--- src/rtl/scws_pkg.sv ---
package scws_pkg;

    // Table and window sizes (table size is a power of two)
    localparam int TABLE_ENTRIES = 256;
    localparam int WINDOW_SIZE   = 16;
    localparam int IDX_W         = $clog2(TABLE_ENTRIES);
    localparam int WIN_W         = $clog2(WINDOW_SIZE);
    localparam int DATA_W        = 32;

    // Command codes
    typedef enum logic [1:0] {
        CMD_RECORD = 2'd0,
        CMD_DECAY  = 2'd1,
        CMD_WINDOW = 2'd2,
        CMD_UNUSED = 2'd3
    } t_cmd;

    // Sequencer states
    typedef enum logic [2:0] {
        ST_IDLE,
        ST_REC,
        ST_DEC,
        ST_DEC_END,
        ST_WIN,
        ST_DRAIN,
        ST_OUT,
        ST_ACK
    } t_state;

    // Input request
    typedef struct packed {
        logic [1:0]        command;
        logic [DATA_W-1:0] nonce;
    } t_in_item;

    // Result item
    typedef struct packed {
        logic [DATA_W-1:0] candidate;
        logic [DATA_W-1:0] candidate_score;
        logic              last_flag;
        logic              empty_flag;
    } t_out_item;

    // One slot of the sorting chain
    typedef struct packed {
        logic              valid;
        logic [DATA_W-1:0] cand;
        logic [DATA_W-1:0] score;
    } t_slot;

endpackage

--- src/rtl/scws_cell.sv ---
module scws_cell (
    input  logic            i_clk,
    input  logic            i_rst_n,
    input  logic            i_clear,
    input  logic            i_shift,
    input  scws_pkg::t_slot i_in,
    input  scws_pkg::t_slot i_next_hold,
    output scws_pkg::t_slot o_hold,
    output scws_pkg::t_slot o_pass
);

    scws_pkg::t_slot r_hold, n_hold;
    scws_pkg::t_slot r_pass, n_pass;

    // Insert: keep the larger score, hand the other on; on equal scores the
    // lower candidate number is kept so ties leave in ascending order
    always_comb begin
        n_hold = r_hold;
        n_pass = i_in;
        if (i_clear) begin
            n_hold.valid = 1'b0;
            n_pass.valid = 1'b0;
        end else if (i_shift) begin
            n_hold       = i_next_hold;
            n_pass.valid = 1'b0;
        end else if (i_in.valid) begin
            if (!r_hold.valid || (i_in.score > r_hold.score)
                || ((i_in.score == r_hold.score) && (i_in.cand < r_hold.cand))) begin
                n_hold = i_in;
                n_pass = r_hold;
            end
        end
    end

    always_ff @(posedge i_clk) begin
        if (!i_rst_n) begin
            r_hold.valid <= 1'b0;
            r_pass.valid <= 1'b0;
        end else begin
            r_hold <= n_hold;
            r_pass <= n_pass;
        end
    end

    assign o_hold = r_hold;
    assign o_pass = r_pass;

endmodule
--- config.mk ---
export PLATFORM = sky130hd
export DESIGN_NAME = scws_cell
export DESIGN_NICKNAME = d
export VERILOG_FILES = /design/src/rtl/scws_pkg.sv /design/src/rtl/scws_cell.sv
export SDC_FILE = /design/constraint.sdc
export NUM_CORES = 1
export LEC_CHECK = 0
export ABC_AREA = 0
export BUFFER_PORTS_ARGS = -buffer_cell sky130_fd_sc_hd__buf_2
export CAP_MARGIN = 40
export CORE_AREA = 4 4 170 90
export CTS_CLUSTER_DIAMETER = 120
export DETAILED_ROUTE_END_ITERATION = 8
export DIE_AREA = 0 0 174 94
export GPL_TIMING_DRIVEN = 0
export HOLD_SLACK_MARGIN = 0.15
export PLACE_DENSITY = 0.93
export SYNTH_ARGS = -nofsm -noshare
export SYNTH_HDL_FRONTEND = slang
export SYNTH_SLANG_ARGS = --single-unit
--- constraint.sdc ---
create_clock -name i_clk -period 11.2 [get_ports i_clk]
set_input_delay 1.12 -clock i_clk [delete_from_list [all_inputs] [get_ports i_clk]]
set_output_delay 1.12 -clock i_clk [all_outputs]
set_load 0.05 [all_outputs]
==> flow_summary.ini, run 1 <==
[status]
status = finished clean

[synth]
synth_top_cell_area_share_pct = 51.8
synth_ff_type = edfxtp_1
synth.most_common_cell = edfxtp_1
syn-instance-count = 517
seq_area_frac_synth_pct = 52.4
syn_area_um2 = 7420
synth_top_cell_by_area = edfxtp_1
ys_top_cells_by_area = edfxtp_1 52%, mux2_4 12%, ha_1 11%, mux2_2 10%, inv_1 3.3%
syn_avg_cell_area_um2 = 14.3
synth_common_cells = 128 x edfxtp_1, 67 x mux2_2, 65 x inv_1
syn-num-nets = 714
yosys_warnings = 0
synthArstFlopShare_pct = 0
synth_edf_count = 128
ys_ff_latch = 130
synth_cell_types = 39

[detailed_routing]
drt_iter0_drc = 332
viasPerCell = 5.34
final_antenna_net_count = 0
dr.pass1.iters = 4
wl_mm = 19.2
num_vias = 5301
drc = 0
wl_per_cell_um = 19.4

[global_route]
grt_pass1_wl_mm = 29.5
grt-ovfl-total = 0
grt_pass1_vias = 5451
antenna_found_initial = 0
grt_start_max_net_pins = 66
grt_usage_pct = 23.4

[layout]
area_growth_pct = 29.9
diodes = 0
final_util_pct = 69.0
nets = 997
drive_above_1_share_pct = 53.3

[sta]
fin_skew_ns = 0.0111
layout_min_cycle_time_ns = 4.11
slew_viol_final = 0
grt_setup_unrepaired = no
worstMarginPinSlew_ns = 0.929
fin_tns_setup_ns = 0
fmax_mhz = 243
setup-violations-final = 0
period_share_pct = 36.7
relSlewSlack_pct = 38.1
hold_viol = 0

[cts]
cts-htree-levels = 4
cts.sinks = 130
cts_root_buf = clkbuf_16
cts_resized = 0
cts_inserted_buffers = 17
cts_max_path_buffers = 2
holdBufCountCts = 0
cts_tree = done
clock_latency_ns = 0.40
cts_setup_buffers = 0
clkSlewWorstSetupHoldPaths_ns = 0.06

[placed_design]
place_hpwl_mm = 15.2
io_buffers = 262
finalWeightedCongestion = 0.866

[critical_path]
rrSetupSlack_ns = 7.50
path_cells = buf_2, ha_1, nand4_1, or4_1, nor4_2, nand4_1, o31a_1, a31oi_4, buf_12, buf_16
criticalPathCategory = input port to register
worstPathRequired_ns = 11.30
r2r-start = o_hold[26]
crit_path_end = o_hold[32]
slowest_delay_ns = 0.65
r2r_end = o_hold[32]
critPathLaunch = i_in[23]
crit_slowest_cell = or4_1
critPathLaunchType = input port
cp_common_cell = nand4_1
crit_arrival_ns = 4.21
ff2ff_path_depth = 10
end_kind = register
crit_fanout = 24

[floorplanning]
ios = 264
die_h_um = 94
die_w_um = 174
initial_core_util_pct = 53.1
core_um2 = 14000
die_area_um2 = 16400
fp-row-count = 31

[run]
cap_violations = 0

[power_and_ir_drop]
leakage_nw = 4.38
max-vdd-ir-drop_v = 0.0000982
pwr_density_cell_nw_per_um2 = 151

[hold_path]
hold_class = register to register
==> power breakdown <==
group,leakage (nW),switching (W),internal (W)
registers,1.24,0.0000135,0.000571
clock network,0.290,0.000209,0.000372
logic,2.85,0.000181,0.000106
==> stage by stage <==
step | std cells | total power [W] | setup WS (ns) | instance area [µm²] | hold slack (ns)
6_report | 993 | 0.00145 | 7.09 | 9630 | 0.600
3_3_place_gp | 960 | 0.000871 | 2.73 | 8950 | 0.563
5_1_grt | 993 | 0.00151 | 6.83 | 9630 | 0.619
2_1_floorplan | 517 | 0.000792 | 4.85 | 7420 | 0.802
3_5_place_dp | 962 | 0.000882 | 6.62 | 9020 | 0.589
4_1_cts | 993 | 0.00146 | 7.03 | 9630 | 0.601
==> logic make-up (layout without fill, tap and decap cells) <==
group,count (synthesis),in the layout,synth area share [%]
flops,130,130,52.4
mux,127,127,22.3
buf+inv,79,374,5.31
fa+ha+maj,63,63,10.6
simple gates,63,63,4.62
compound gates,55,55,4.74
==> state kept, by name, summed over array words and instances (netlist names) <==
register and count:
o_hold 65, o_pass 65
==> cell usage in the layout (no fill, tap or decap), types with 3 or more instances in the layout <==
cell type / count
a21oi_1: 25
buf_12: 7
buf_2: 261
bufinv_16: 4
clkbuf_1: 8
clkbuf_16: 17
clkinv_4: 3
clkinvlp_4: 3
edfxtp_1: 128
ha_1: 63
inv_1: 65
mux2_2: 67
mux2_4: 60
nand2_1: 21
nand2b_1: 3
nand3_1: 4
nand4_1: 11
nor2_1: 7
nor2b_1: 3
o21ai_0: 11
==> routing by layer <==
metal  vias to the layer above  share of wire (%)  global-route usage [%]
met2                       225                 47                    38.1
met3                        22                8.4                    7.08
li1                       2515                  -                       -
met4                         0                1.3                    6.12
met5                         -                  0                       0
met1                      2539                 44                    30.9
==> how the worst min path moves through the flow <==
stage	start	to	cells past startpoint
final	o_hold[4]	o_pass[4]	1
after global routing	o_hold[5]	o_pass[5]	1
after CTS	o_hold[4]	o_pass[4]	1
after detailed placement	o_hold[4]	o_pass[4]	1
after global placement	o_hold[64]	o_pass[64]	1
after floorplan	o_hold[64]	o_pass[64]	1
==> area by class of cell <==
type                    instances  area [µm²]
plain buffers                  14         150
inverters                      65         244
repair buffers                264        1360
fillers                       986        4330
well taps                     181         226
clock buffers                  18         429
clock inverters                13         186
flip-flops and latches        130        3880
multi-input cells             308        3150
==> critical path: cells and delay by family <==
kind / cells / cell delay [ns]
AO/OA/AOI/OAI: 2 / 0.94
buffers and inverters: 3 / 0.58
AND/OR/NAND/NOR: 4 / 1.23
adder cells (fa/ha/maj): 1 / 0.31
No activity file was read; power rests on OpenSTA's default activity.
==> run 2, diff against run 1 <==
- CORE_AREA: 4 4 170 90 -> 4 4 176 93
- DIE_AREA: 0 0 174 94 -> 0 0 180 97
- PLACE_DENSITY: 0.93 -> 0.88
- clock period: 11.2 -> 4.3 ns (I/O delays scaled with it)
==> run 2 against run 1 <==
- die area rose by 6.7%
- core utilization fell by 4.8 points
- wire length rose by 1.5%
- non-clock buffer count rose by 1
- critical path depth fell by 1
- clock skew fell by 0.0014 ns
- combinational power rose to 2.6 times the previous value
- largest cell class unchanged
==> flow_summary.ini, run 2 (synthesized netlist as in run 1, its figures left out) <==
[critical_path]
crit_slowest_cell = a31oi_4
critPathLaunch = o_hold[23]
ff2ff_path_depth = 9
critPathLaunchType = register
cp_common_cell = nand4_1
criticalPathCategory = register to register
crit_fanout = 24
worstPathRequired_ns = 4.40
crit_arrival_ns = 3.72
path_cells = inv_1, ha_1, nand4_1, or4_1, nor4_2, nand4_1, o31a_1, a31oi_4, buf_16
rrSetupSlack_ns = 0.68
r2r-start = o_hold[23]
slowest_delay_ns = 0.76
end_kind = register

[global_route]
top_usage_layer = met2
grt_pass1_wl_mm = 30.2
met3_usage_pct = 6.95
grt_pass1_vias = 5549
antenna_found_initial = 1
grt_usage_pct = 22.0
grt_start_max_net_pins = 49
grt_use_met2_pct = 34.6
gr-usage-met1_pct = 30.2
grt-ovfl-total = 0

[floorplanning]
die_h_um = 97
fp-row-count = 32
ios = 264
core_um2 = 14900
die_w_um = 180
initial_core_util_pct = 49.7
die_area_um2 = 17500

[sta]
worstMarginPinSlew_ns = 0.907
hold_viol = 0
fin_skew_ns = 0.00965
setup-violations-final = 0
fmax_mhz = 276
relSlewSlack_pct = 39.6
grt_setup_unrepaired = no
period_share_pct = 84.2
slew_viol_final = 0
fin_tns_setup_ns = 0
layout_min_cycle_time_ns = 3.62
holdWs_ns = 0.320

[cts]
cts-htree-levels = 4
clock_latency_ns = 0.40
cts_tree = done
cts_root_buf = clkbuf_16
cts.sinks = 130
cts_resized = 0
cts_max_path_buffers = 2
cts_inserted_buffers = 17
holdBufCountCts = 0
clkSlewWorstSetupHoldPaths_ns = 0.05
cts_setup_buffers = 0

[power_and_ir_drop]
p_total_w = 0.00355
pwr_density_cell_nw_per_um2 = 370
max-vdd-ir-drop_v = 0.000217
leakage_nw = 4.36

[layout]
diodes = 0
regArea_um2 = 3880
area_growth_pct = 29.3
nets = 998
layout_commonest_cell = buf_2
final_area_um2 = 9590
nFillCells = 1139
drive_above_1_share_pct = 52.7
final_util_pct = 64.2
multi_input_area_um2 = 3150
layout_common_cells = 261 x buf_2, 128 x edfxtp_1, 67 x mux2_2

[placed_design]
io_buffers = 262
finalWeightedCongestion = 0.821
place_hpwl_mm = 15.0
place_area_um2 = 9080

[detailed_routing]
wl_per_cell_um = 19.2
final_antenna_net_count = 0
wl_mm = 19.5
viasPerCell = 5.23
dr.pass1.iters = 4
num_vias = 5311
drt_iter0_drc = 271
drc = 0

[hold_path]
hold_class = input port to register
hold_depth = 3
worstHoldStart = i_next_hold[0]

[status]
status = finished clean

[run]
cap_violations = 0
==> run 2: where the power goes <==
| group | internal [W] | leakage (nW) | switching (W) | total [W] |
|---|---|---|---|---|
| logic | 0.000280 | 2.87 | 0.000473 | 0.000753 |
| registers | 0.00149 | 1.24 | 0.0000350 | 0.00152 |
| clock network | 0.000774 | 0.253 | 0.000501 | 0.00128 |
==> run 2: area by class of cell <==
class / instances / area share [%]
Clock buffer: 20 / 4.55
Timing Repair Buffer: 265 / 14.6
Sequential cell: 130 / 40.5
Multi-Input combinational cell: 308 / 32.9
Inverter: 65 / 2.54
Buffer: 14 / 1.57
Clock inverter: 10 / 0.731
Tap cell: 204 / 2.66
==> run 2: critical path: cells and delay by family (launching register included) <==
| family | cells | cell delay [ns] |
|---|---|---|
| and+or+nand+nor | 4 | 1.22 |
| AOI/OAI and AO/OA | 2 | 1.06 |
| DFF | 1 | 0.39 |
| adders and majority gates | 1 | 0.32 |
| buffers and inverters | 2 | 0.31 |
==> run 2: final timing paths <==
kind,end
worst min register to register,o_pass[55]
worst max-delay path,o_hold[0]
worst max register to register,o_hold[0]
worst min-delay path,o_hold[0]
==> run 2: layer usage <==
metal	vias to the layer above	share of wire (%)
li1	2519	-
met1	2551	46
met2	231	46
met3	8	7.8
met4	2	0.55
met5	-	0.036
==> run 2: stage by stage <==
step | cells | setup WS (ns)
floorplan | 517 | 0.473
global placement | 983 | -0.284
detailed placement | 986 | 0.515
CTS | 1016 | 0.625
global route | 1016 | 0.518
finish | 1016 | 0.681
==> run 3, diff against run 2 <==
- CORE_AREA: 4 4 176 93 -> 4 4 185 97
- DIE_AREA: 0 0 180 97 -> 0 0 189 101
- PLACE_DENSITY: 0.88 -> 0.85
- clock period: 4.3 -> 3 ns (I/O delays scaled with it)
==> run 3 against run 2 <==
- die area up 9.3%
- setup slack worse by 0.76 ns
- core utilization down 1.1 points
- first-iteration DRC count down 7.7%
- the run now ends with setup timing left
- sequential power up 43%
- design area up 6.8%
- wire length up 3.8%
- count of clock-buffer cells in the layout down 3
- combinational power up 55%
- cell count up 5.3%
- largest power group unchanged
- fmax up 17%
- total power up 52%
==> flow_summary.ini, run 3 (synthesized netlist as in run 1, its figures left out) <==
[status]
status = finished with violations
violations = setup timing

[critical_path]
path_delay_family = simple AND/OR/NAND/NOR gates
crit_arrival_ns = 3.25
path_cells = inv_2, ha_4, nand4_1, or4_1, nor4_2, o21bai_2, o31a_1, a31oi_4, buf_12, clkbuf_16
worstPathRequired_ns = 3.17
r2r_end = o_hold[60]
crit_slowest_cell = or4_1
criticalPathCategory = register to register
r2r-start = o_hold[31]
end_kind = register
crit_buf_inv = 3
slowest_delay_ns = 0.59
crit_fanout = 6
ff2ff_path_depth = 10
rrSetupSlack_ns = -0.08
critPathLaunchType = register
critPathLaunch = o_hold[31]

[global_route]
grt_pass1_vias = 5713
grt_usage_pct = 20.1
grt_start_max_net_pins = 58
antenna_found_initial = 0
grt_pass1_wl_mm = 29.7
grt-ovfl-total = 0

[power_and_ir_drop]
pwr_density_cell_nw_per_um2 = 526
leakage_nw = 4.59
max-vdd-ir-drop_v = 0.000449

[cts]
clkSlewWorstSetupHoldPaths_ns = 0.07
cts_root_buf = clkbuf_16
clock_latency_ns = 0.41
cts.sinks = 130
cts_max_path_buffers = 2
holdBufCountCts = 0
cts_inserted_buffers = 17
cts-htree-levels = 4
cts_tree = done

[layout]
final_util_pct = 63.1
diodes = 0
layout_common_cells = 261 x buf_2, 128 x edfxtp_1, 64 x mux2_4
area_growth_pct = 38.1
nets = 1028
layout_commonest_cell = buf_2
final_area_um2 = 10200
drive_above_1_share_pct = 58.0
fin_cells = 1070

[sta]
layout_min_cycle_time_ns = 3.08
holdWs_ns = 0.186
slew_viol_final = 0
fmax_mhz = 325
setup-violations-final = 108
relSlewSlack_pct = 40.3
setup_ws_ns = -0.0803
worstMarginPinSlew_ns = 0.885
fin_skew_ns = 0.0148
period_share_pct = 103
hold_viol = 0
grt_setup_unrepaired = yes

[floorplanning]
ios = 264
fp-row-count = 33
initial_core_util_pct = 45.7
die_h_um = 101
core_um2 = 16200
die_w_um = 189
die_area_um2 = 19100

[hold_path]
hold_depth = 2
whs_endpoint = o_hold[22]
hold_class = input port to register
worstHoldStart = i_next_hold[22]

[detailed_routing]
final_antenna_net_count = 0
viasPerCell = 5.09
wl_mm = 20.3
wl_per_cell_um = 18.9
drc = 0
num_vias = 5451
dr.pass1.iters = 4
drt_iter0_drc = 250

[placed_design]
finalWeightedCongestion = 0.828
pre_cts_slack_ns = -0.530
post-place-cells = 1009
io_buffers = 262
place_hpwl_mm = 14.6
place_area_um2 = 9220

[run]
cap_violations = 0
## run 3: layout make-up
class	instances	area, µm²
buffer	14	150
clock buffer	17	425
clock inverter	14	143
fill	1210	5980
inverter	65	244
multi-input combinational	309	3350
sequential	130	3880
tap	227	284
timing repair buffer	294	1760
## run 3: stage by stage
stage / TNS [ns] / total power, W
after global routing: -15.01 / 0.00558
after global placement: -98.16 / 0.00327
after detailed placement: -45.90 / 0.00331
after floorplan: -62.36 / 0.00297
after CTS: -0.865 / 0.00538
final: -6.03 / 0.00538
## run 3: how the worst max path moves through the flow
stage | endpoint | slack, ns | cells after the start
6_report | o_hold[60] | -0.08 | 10
5_1_grt | o_hold[10] | -0.17 | 10
4_1_cts | o_pass[61] | -0.03 | 11
3_5_place_dp | o_hold[13] | -0.53 | 9
3_3_place_gp | o_hold[14] | -1.32 | 8
2_1_floorplan | o_hold[0] | -0.79 | 8
## run 3: power by group
part           leakage, nW  switching [W]  total [W]  internal (W)
Combinational         3.09       0.000706    0.00117      0.000462
Sequential            1.24      0.0000476    0.00218       0.00213
Clock                0.266       0.000823    0.00204       0.00121
## run 3: what timing repair did
item | CTS | global route
cloned | 3 | 5
gates resized for setup | 12 | 9
endpoints found under the setup margin | 128 | 128
pin swaps | 7 | 4
setup buffers | 18 | 4
## run 3: per-layer routing
layer	global-route usage [%]	wire length, µm	vias to the layer above
met5	0	0	-
met4	5.65	388	0
met3	4.33	989	31
met2	37.6	10700	170
met1	23.7	8180	2675
li1	-	-	2575
## run 3: worst register-to-register path, cell delays in order, from the launching register on
cell	delay [ns]
edfxtp_1	0.40
inv_2	0.07
ha_4	0.26
nand4_1	0.18
or4_1	0.59
nor4_2	0.24
o21bai_2	0.20
o31a_1	0.35
a31oi_4	0.17
buf_12	0.21
clkbuf_16	0.16
